[config.mk]
export PLATFORM = sky130hd
export DESIGN_NAME = sacl_way_cmp
export DESIGN_NICKNAME = d
export VERILOG_FILES = /design/src/hdl/sacl_pkg.sv /design/src/hdl/sacl_way_cmp.sv
export SDC_FILE = /design/constraint.sdc
export NUM_CORES = 1
export LEC_CHECK = 0
export BUFFER_PORTS_ARGS = -buffer_cell sky130_fd_sc_hd__buf_2
export CAP_MARGIN = 10
export CORE_UTILIZATION = 39
export DETAILED_ROUTE_END_ITERATION = 6
export PLACE_DENSITY_LB_ADDON = 0.1
export RECOVER_POWER = 100
export SYNTH_ARGS = -nofsm -noshare
export SYNTH_HDL_FRONTEND = slang
export SYNTH_SLANG_ARGS = --single-unit
[constraint.sdc]
create_clock -name vclk -period 4
set_clock_uncertainty 0.15 [all_clocks]
set_input_delay 0.4 -clock vclk [all_inputs]
set_output_delay 0.4 -clock vclk [all_outputs]
set_load 0.02 [all_outputs]
[src/hdl/sacl_pkg.sv]
// ----------------------------------------------------------------------------
// sacl_pkg: shared types and codes for the set-associative LRU cache model
// Holds the request opcodes, register indexes, sequencer states and the
// result of the shared way compare unit.
// ----------------------------------------------------------------------------
package sacl_pkg;

  // Width of the running totals.
  localparam int TOTAL_W = 32;

  // Configuration port geometry.
  localparam int CFG_INDEX_W = 2;
  localparam int CFG_DATA_W  = 5;

  // Reset values of the configuration registers.
  localparam logic [2:0] SET_BITS_RESET    = 3'd4;
  localparam logic [4:0] OFFSET_BITS_RESET = 5'd4;
  localparam logic [2:0] WAYS_RESET        = 3'd4;

  // Request opcodes.
  typedef enum logic [1:0] {
    OP_LOAD   = 2'd0,
    OP_STORE  = 2'd1,
    OP_MODIFY = 2'd2,
    OP_IFETCH = 2'd3
  } opcode_t;

  // Configuration register indexes.
  typedef enum logic [CFG_INDEX_W-1:0] {
    REG_SET_BITS    = 2'd0,
    REG_OFFSET_BITS = 2'd1,
    REG_WAYS        = 2'd2
  } cfg_reg_t;

  // Lookup sequencer states.
  typedef enum logic [2:0] {
    ST_IDLE,
    ST_DECODE,
    ST_READ,
    ST_EVAL,
    ST_FINISH
  } state_t;

  // Verdict of the way compare unit for the way under test.
  typedef struct packed {
    logic free;   // way is invalid and ends the search
    logic hit;    // way is valid and its tag matches
    logic older;  // way is the oldest seen so far in this search
  } way_cmp_t;

endpackage

[src/hdl/sacl_way_cmp.sv]
// ----------------------------------------------------------------------------
// sacl_way_cmp: shared compare unit of the lookup sequencer
// Tests one way at a time: free line, tag match, and whether its age beats the
// oldest age found so far in the set.
// ----------------------------------------------------------------------------
module sacl_way_cmp
  import sacl_pkg::*;
#(
  parameter int ADDR_BITS  = 48,
  parameter int STAMP_BITS = 32
) (
  input  logic                  line_ok,
  input  logic [ADDR_BITS-1:0]  line_tag,
  input  logic [ADDR_BITS-1:0]  key_tag,
  input  logic [STAMP_BITS-1:0] line_stamp,
  input  logic [STAMP_BITS-1:0] now_stamp,
  input  logic [STAMP_BITS-1:0] best_age,
  input  logic                  have_victim,
  output way_cmp_t              verdict,
  output logic [STAMP_BITS-1:0] age
);

  // Age wraps with the access clock; ties keep the lower way.
  always_comb begin
    age           = now_stamp - line_stamp;
    verdict.free  = !line_ok;
    verdict.hit   = line_ok && (line_tag == key_tag);
    verdict.older = !have_victim || (age > best_age);
  end

endmodule

==> flow_metrics.env, run 1 <==
export IMPL_worst_slew_pin_slew_ps=616.9
export IMPL_ant_nets=0
export IMPL_postLayoutCoreUtil_pct=71.47
export IMPL_grt_pass1_wl_um=19260
export IMPL_final_net_count=1059
export IMPL_nFlopsAndLatches=0
export IMPL_failed_checks="negative setup slack"
export IMPL_rsz0062_at_grt="yes"
export IMPL_core_um2=7807
export IMPL_setup_viol=1
export IMPL_die_w_um=92.22
export IMPL_worstHoldPathType="in2out"
export IMPL_start_util_pct=40.66
export IMPL_grt_pass1_vias=4308
export IMPL_crit_required_ps=3450
export IMPL_hpwlAfterDp_um=11400
export IMPL_syn_nets=710
export IMPL_synthCells=452
export IMPL_area_growth_pct=75.80
export IMPL_max_cap_violations=0
export IMPL_overflow=0
export IMPL_drc=0
export IMPL_drtIter0Drc=160
export IMPL_num_rows=32
export IMPL_slew_headroom_pct=58.44
export IMPL_cpPeakStageDelay_ps=340
export IMPL_synth_seq_area_share_pct=0
export IMPL_gp_congestion=0.9299
export IMPL_ys_types=48
export IMPL_finalCriticalPeriod_ps=4475
export IMPL_peakVddDrop_uv=108.6
export IMPL_wl_per_cell_um=14.31
export IMPL_static_leakage_power_nw=3.201
export IMPL_fin_crit_sh_pct=111.9
export IMPL_slowest_stage="a311oi_2"
export IMPL_post_place_ws_ps=-573.3
export IMPL_crit_type="in2out"
export IMPL_io_pins=229
export IMPL_seqCellArea_um2=0
export IMPL_worst_slack_ps=-475.4
export IMPL_end_kind="output pin"
export IMPL_grt_use_total_pct=28.06
export IMPL_antenna_cells=0
export IMPL_yosys_warnings=0
export IMPL_via_per_inst=4.981
export IMPL_drive_gt1_share_pct=48.06
export IMPL_clkbuf_count=0
export IMPL_cp_max_fo=3
export IMPL_num_vias=4488
export IMPL_cp_top_family="compound AO/OA/AOI/OAI gates"
export IMPL_die_area_um2=8504
export IMPL_fmax_ghz=0.2234
export IMPL_die_h_um=92.22
export IMPL_worstPathCellList="buf_2 -> inv_2 -> ha_1 -> nor2b_4 -> o2111ai_4 -> a311oi_2 -> o31a_1 -> o31ai_4 -> o31ai_2 -> xor2_1 -> ha_1 -> a21o_1 -> a21o_1 -> a21oi_2 -> o22ai_2 -> or3_4 -> o21ai_1 -> nor2_2 -> buf_6"
export IMPL_crit_path_start_kind="input port"
export IMPL_drtPass1Iterations=5
export IMPL_crit_arrival_ps=3930
export IMPL_critPathBufInv=3
export IMPL_power_density_nw_per_um2=205.2
export IMPL_antenna_found_initial=0
export IMPL_avgSynthCellArea_um2=7.023
export IMPL_hold_viol_final=0
export IMPL_grt_max_degree=9
export IMPL_io_buffer_count=229
export IMPL_slew_violations=0
export IMPL_status="finished with violations"
export IMPL_wl_um=12900
export IMPL_netlist_area_um2=3174
report_power, final:
part	internal [W]	leakage, nW	total [W]	switching [W]
Sequential	0	0	0	0
Clock	0	0	0	0
Combinational	0.000559	3.20	0.00114	0.000586
kinds of logic (layout without fill, tap and decap cells):
family	Yosys count	in the layout	synth area share, %
AOI/OAI and AO/OA	116	116	24.36
and+or+nand+nor	115	115	18.37
xor gates and xnor gates	79	79	21.80
buffers and inverters	78	425	10.01
adders and majority gates	64	64	25.46
layout by cell type (no fill, tap or decap), drive strengths merged, types with 3 or more instances in the layout:
cell and count:
o21ai 21, a21oi 41, a221oi 3, nor2b 4, nand2 30, nor2 17, xor2 59, o21bai 5
nand2b 3, a21o 19, ha 63, a211oi 3, and3 5, o22ai 3, nand3 12, o21a 6
inv 72, clkbuf 16, xnor2 20, nor3 9, nor4 13, nand4 14, buf 337
area by class of cell:
cell class                 instances  area [um2]
multi-input combinational        374        3103
fill                             678        2227
inverter                          72       272.8
tap                              102       127.6
timing repair buffer             353        2077
path summary, 6_finish.rpt:
check | start | end | slack, ps | cells past startpoint
hold / removal | line_ok | verdict[2] | 940 | 3
setup / recovery | line_stamp[1] | verdict[0] | -480 | 19
cell usage after synthesis (all sizes together), types with 3 or more instances:
master	number	area share [%]
nor4	13	2.6
nand2	30	3.5
o21bai	5	1.2
a21oi	41	6.5
xor2	59	16
nor3	9	1.4
clkbuf	4	1.1
a211oi	3	0.71
o22ai	3	0.59
and3	5	0.99
a221oi	3	1.8
o21ai	21	3.5
nor2	17	2.0
nand4	14	2.8
ha	63	25
nand2b	3	0.59
inv	72	8.5
nand3	12	1.9
a21o	19	4.5
xnor2	20	5.5
nor2b	4	0.79
o21a	6	1.4
worst min-delay path, stage by stage:
cell and delay, ps:
buf_2 90, inv_1 30, clkbuf_1 170
metal layers:
| layer | global-route usage [%] | vias to the layer above | routed length [um] |
|---|---|---|---|
| li1 | - | 2282 | - |
| met1 | 33.30 | 1992 | 5242 |
| met2 | 54.29 | 191 | 6610 |
| met3 | 1.907 | 23 | 745 |
| met4 | 6.120 | 0 | 298 |
| met5 | 0 | - | 0 |
metrics by stage:
stage | TNS [ps] | std cells | hold slack [ps] | total power, W | cell area, um2
floorplan | -313.0 | 452 | 726.6 | 0.0005665 | 3254
global placement | -616.6 | 888 | 911.0 | 0.001038 | 5314
finish | -475.4 | 901 | 938.1 | 0.001145 | 5580
CTS | -500.7 | 895 | 917.2 | 0.001104 | 5482
detailed placement | -573.3 | 888 | 916.6 | 0.001051 | 5314
global route | -659.4 | 901 | 964.7 | 0.001240 | 5580
what timing repair did:
item,4_1_cts,5_1_grt
gates resized for setup,24,16
cloned,0,0
hold buffers,0,0
pin swaps,23,27
buffers inserted,7,6
endpoints found under the hold margin,0,0
setup endpoints to repair,1,1
(Power assumes the default switching activity.)
==> run 2: changes to the inputs <==
--- a/config.mk
+++ b/config.mk
@@ -10,7 +10,7 @@
 export CORE_UTILIZATION = 39
 export DETAILED_ROUTE_END_ITERATION = 6
 export PLACE_DENSITY_LB_ADDON = 0.1
-export RECOVER_POWER = 100
+export RECOVER_POWER = 25
 export SYNTH_ARGS = -nofsm -noshare
 export SYNTH_HDL_FRONTEND = slang
 export SYNTH_SLANG_ARGS = --single-unit
==> flow_metrics.env, run 2 (synthesized netlist as in run 1, its figures left out) <==
export IMPL_status="finished with violations"
export IMPL_failed_checks="negative setup slack"
export IMPL_final_common_cell="buf_2"
export IMPL_nFlopsAndLatches=0
export IMPL_hold_viol_final=0
export IMPL_start_util_pct=40.66
export IMPL_hold_start="line_ok"
export IMPL_core_um2=7807
export IMPL_drc=0
export IMPL_ant_nets=0
export IMPL_die_h_um=92.22
export IMPL_hpwlAfterDp_um=11400
export IMPL_io_buffer_count=229
export IMPL_layout_common_cells="buf_2 (219), buf_4 (122), inv_1 (69), xor2_1 (58), ha_1 (58)"
export IMPL_seqCellArea_um2=0
export IMPL_grt_use_total_pct=28.06
export IMPL_slew_headroom_pct=57.89
export IMPL_fin_crit_sh_pct=111.9
export IMPL_peakVddDrop_uv=108.6
export IMPL_fin_cells=901
export IMPL_die_area_um2=8504
export IMPL_drive_gt1_share_pct=49.06
export IMPL_gp_congestion=0.9299
export IMPL_worstPathCellList="buf_2 -> inv_2 -> ha_1 -> nor2b_4 -> o2111ai_4 -> a311oi_2 -> o31a_1 -> o31ai_4 -> o31ai_2 -> xor2_1 -> ha_1 -> a21o_1 -> a21o_1 -> a21oi_2 -> o22ai_2 -> or3_4 -> o21ai_1 -> nor2_2 -> buf_6"
export IMPL_area_growth_pct=76.11
export IMPL_grt_max_degree=9
export IMPL_cp_max_fo=3
export IMPL_slew_violations=0
export IMPL_drtPass1Iterations=5
export IMPL_io_pins=229
export IMPL_die_w_um=92.22
export IMPL_post_place_ws_ps=-573.3
export IMPL_cpPeakStageDelay_ps=340
export IMPL_slowest_stage="a311oi_2"
export IMPL_clkbuf_count=0
export IMPL_crit_path_start_kind="input port"
export IMPL_postLayoutCoreUtil_pct=71.60
export IMPL_hold_path_cell_count=3
export IMPL_final_net_count=1059
export IMPL_grt_pass1_wl_um=19260
export IMPL_rsz0062_at_grt="yes"
export IMPL_power_density_nw_per_um2=205.6
export IMPL_dpl_cell_count=888
export IMPL_antenna_found_initial=0
export IMPL_wl_um=12880
export IMPL_setup_viol=1
export IMPL_via_per_inst=4.953
export IMPL_grt_pass1_vias=4308
export IMPL_end_kind="output pin"
export IMPL_overflow=0
export IMPL_drtIter0Drc=159
export IMPL_worstHoldPathType="in2out"
export IMPL_holdWs_ps=938.1
export IMPL_crit_type="in2out"
export IMPL_worst_slew_pin_slew_ps=625.1
export IMPL_worst_slack_ps=-475.0
export IMPL_wl_per_cell_um=14.30
export IMPL_static_leakage_power_nw=3.223
export IMPL_antenna_cells=0
export IMPL_cts_hold_buffers=0
export IMPL_num_rows=32
export IMPL_crit_arrival_ps=3920
export IMPL_min_to="verdict[2]"
export IMPL_max_cap_violations=0
export IMPL_setup_tns_ps=-475.0
export IMPL_finalCriticalPeriod_ps=4475
export IMPL_crit_required_ps=3450
export IMPL_num_vias=4463
export IMPL_fmax_ghz=0.2235
[run 2: worst max-delay path, delay by kind of cell]
kind / cells / cell delay (ps)
AOI/OAI and AO/OA: 10 / 1840
xor gates and xnor gates: 1 / 250
adders and majority gates: 2 / 580
buffers and inverters: 3 / 280
and+or+nand+nor: 3 / 590
[run 2: report_power, final]
| group | internal, W | switching [W] | leakage, nW | total (W) |
|---|---|---|---|---|
| Clock | 0 | 0 | 0 | 0 |
| Combinational | 0.000564 | 0.000585 | 3.22 | 0.00115 |
| Sequential | 0 | 0 | 0 | 0 |
[run 2: through the flow]
step | cell area, um2 | power [W]
5_1_grt | 5590 | 0.001243
4_1_cts | 5482 | 0.001104
3_5_place_dp | 5314 | 0.001051
6_report | 5590 | 0.001149
3_3_place_gp | 5314 | 0.001038
2_1_floorplan | 3254 | 0.0005665
[run 2: routing by layer]
layer / global-route usage, % / part of all wire [%] / vias up
li1: - / - / 2279
met1: 33.30 / 41 / 1975
met2: 54.29 / 51 / 186
met3: 1.907 / 5.5 / 23
met4: 6.120 / 2.3 / 0
met5: 0 / 0 / -
[run 2: cell type report]
class / count / area [um2]
inverter: 72 / 272.8
timing repair buffer: 353 / 2087
fill: 674 / 2217
multi-input combinational: 374 / 3103
tap: 102 / 127.6
[run 2: worst max-delay path by stage]
stage | to | cells past startpoint | startpoint
floorplan | verdict[0] | 18 | now_stamp[0]
global placement | verdict[0] | 20 | line_stamp[0]
detailed placement | verdict[0] | 20 | line_stamp[0]
CTS | verdict[0] | 20 | now_stamp[0]
global route | verdict[0] | 19 | line_stamp[1]
finish | verdict[0] | 19 | line_stamp[1]
[run 2: timing repair]
| action | in CTS | in global routing |
|---|---|---|
| pin swaps | 23 | 27 |
| buffers inserted | 7 | 6 |
| setup endpoints to repair | 1 | 1 |
| gates resized for setup | 24 | 16 |
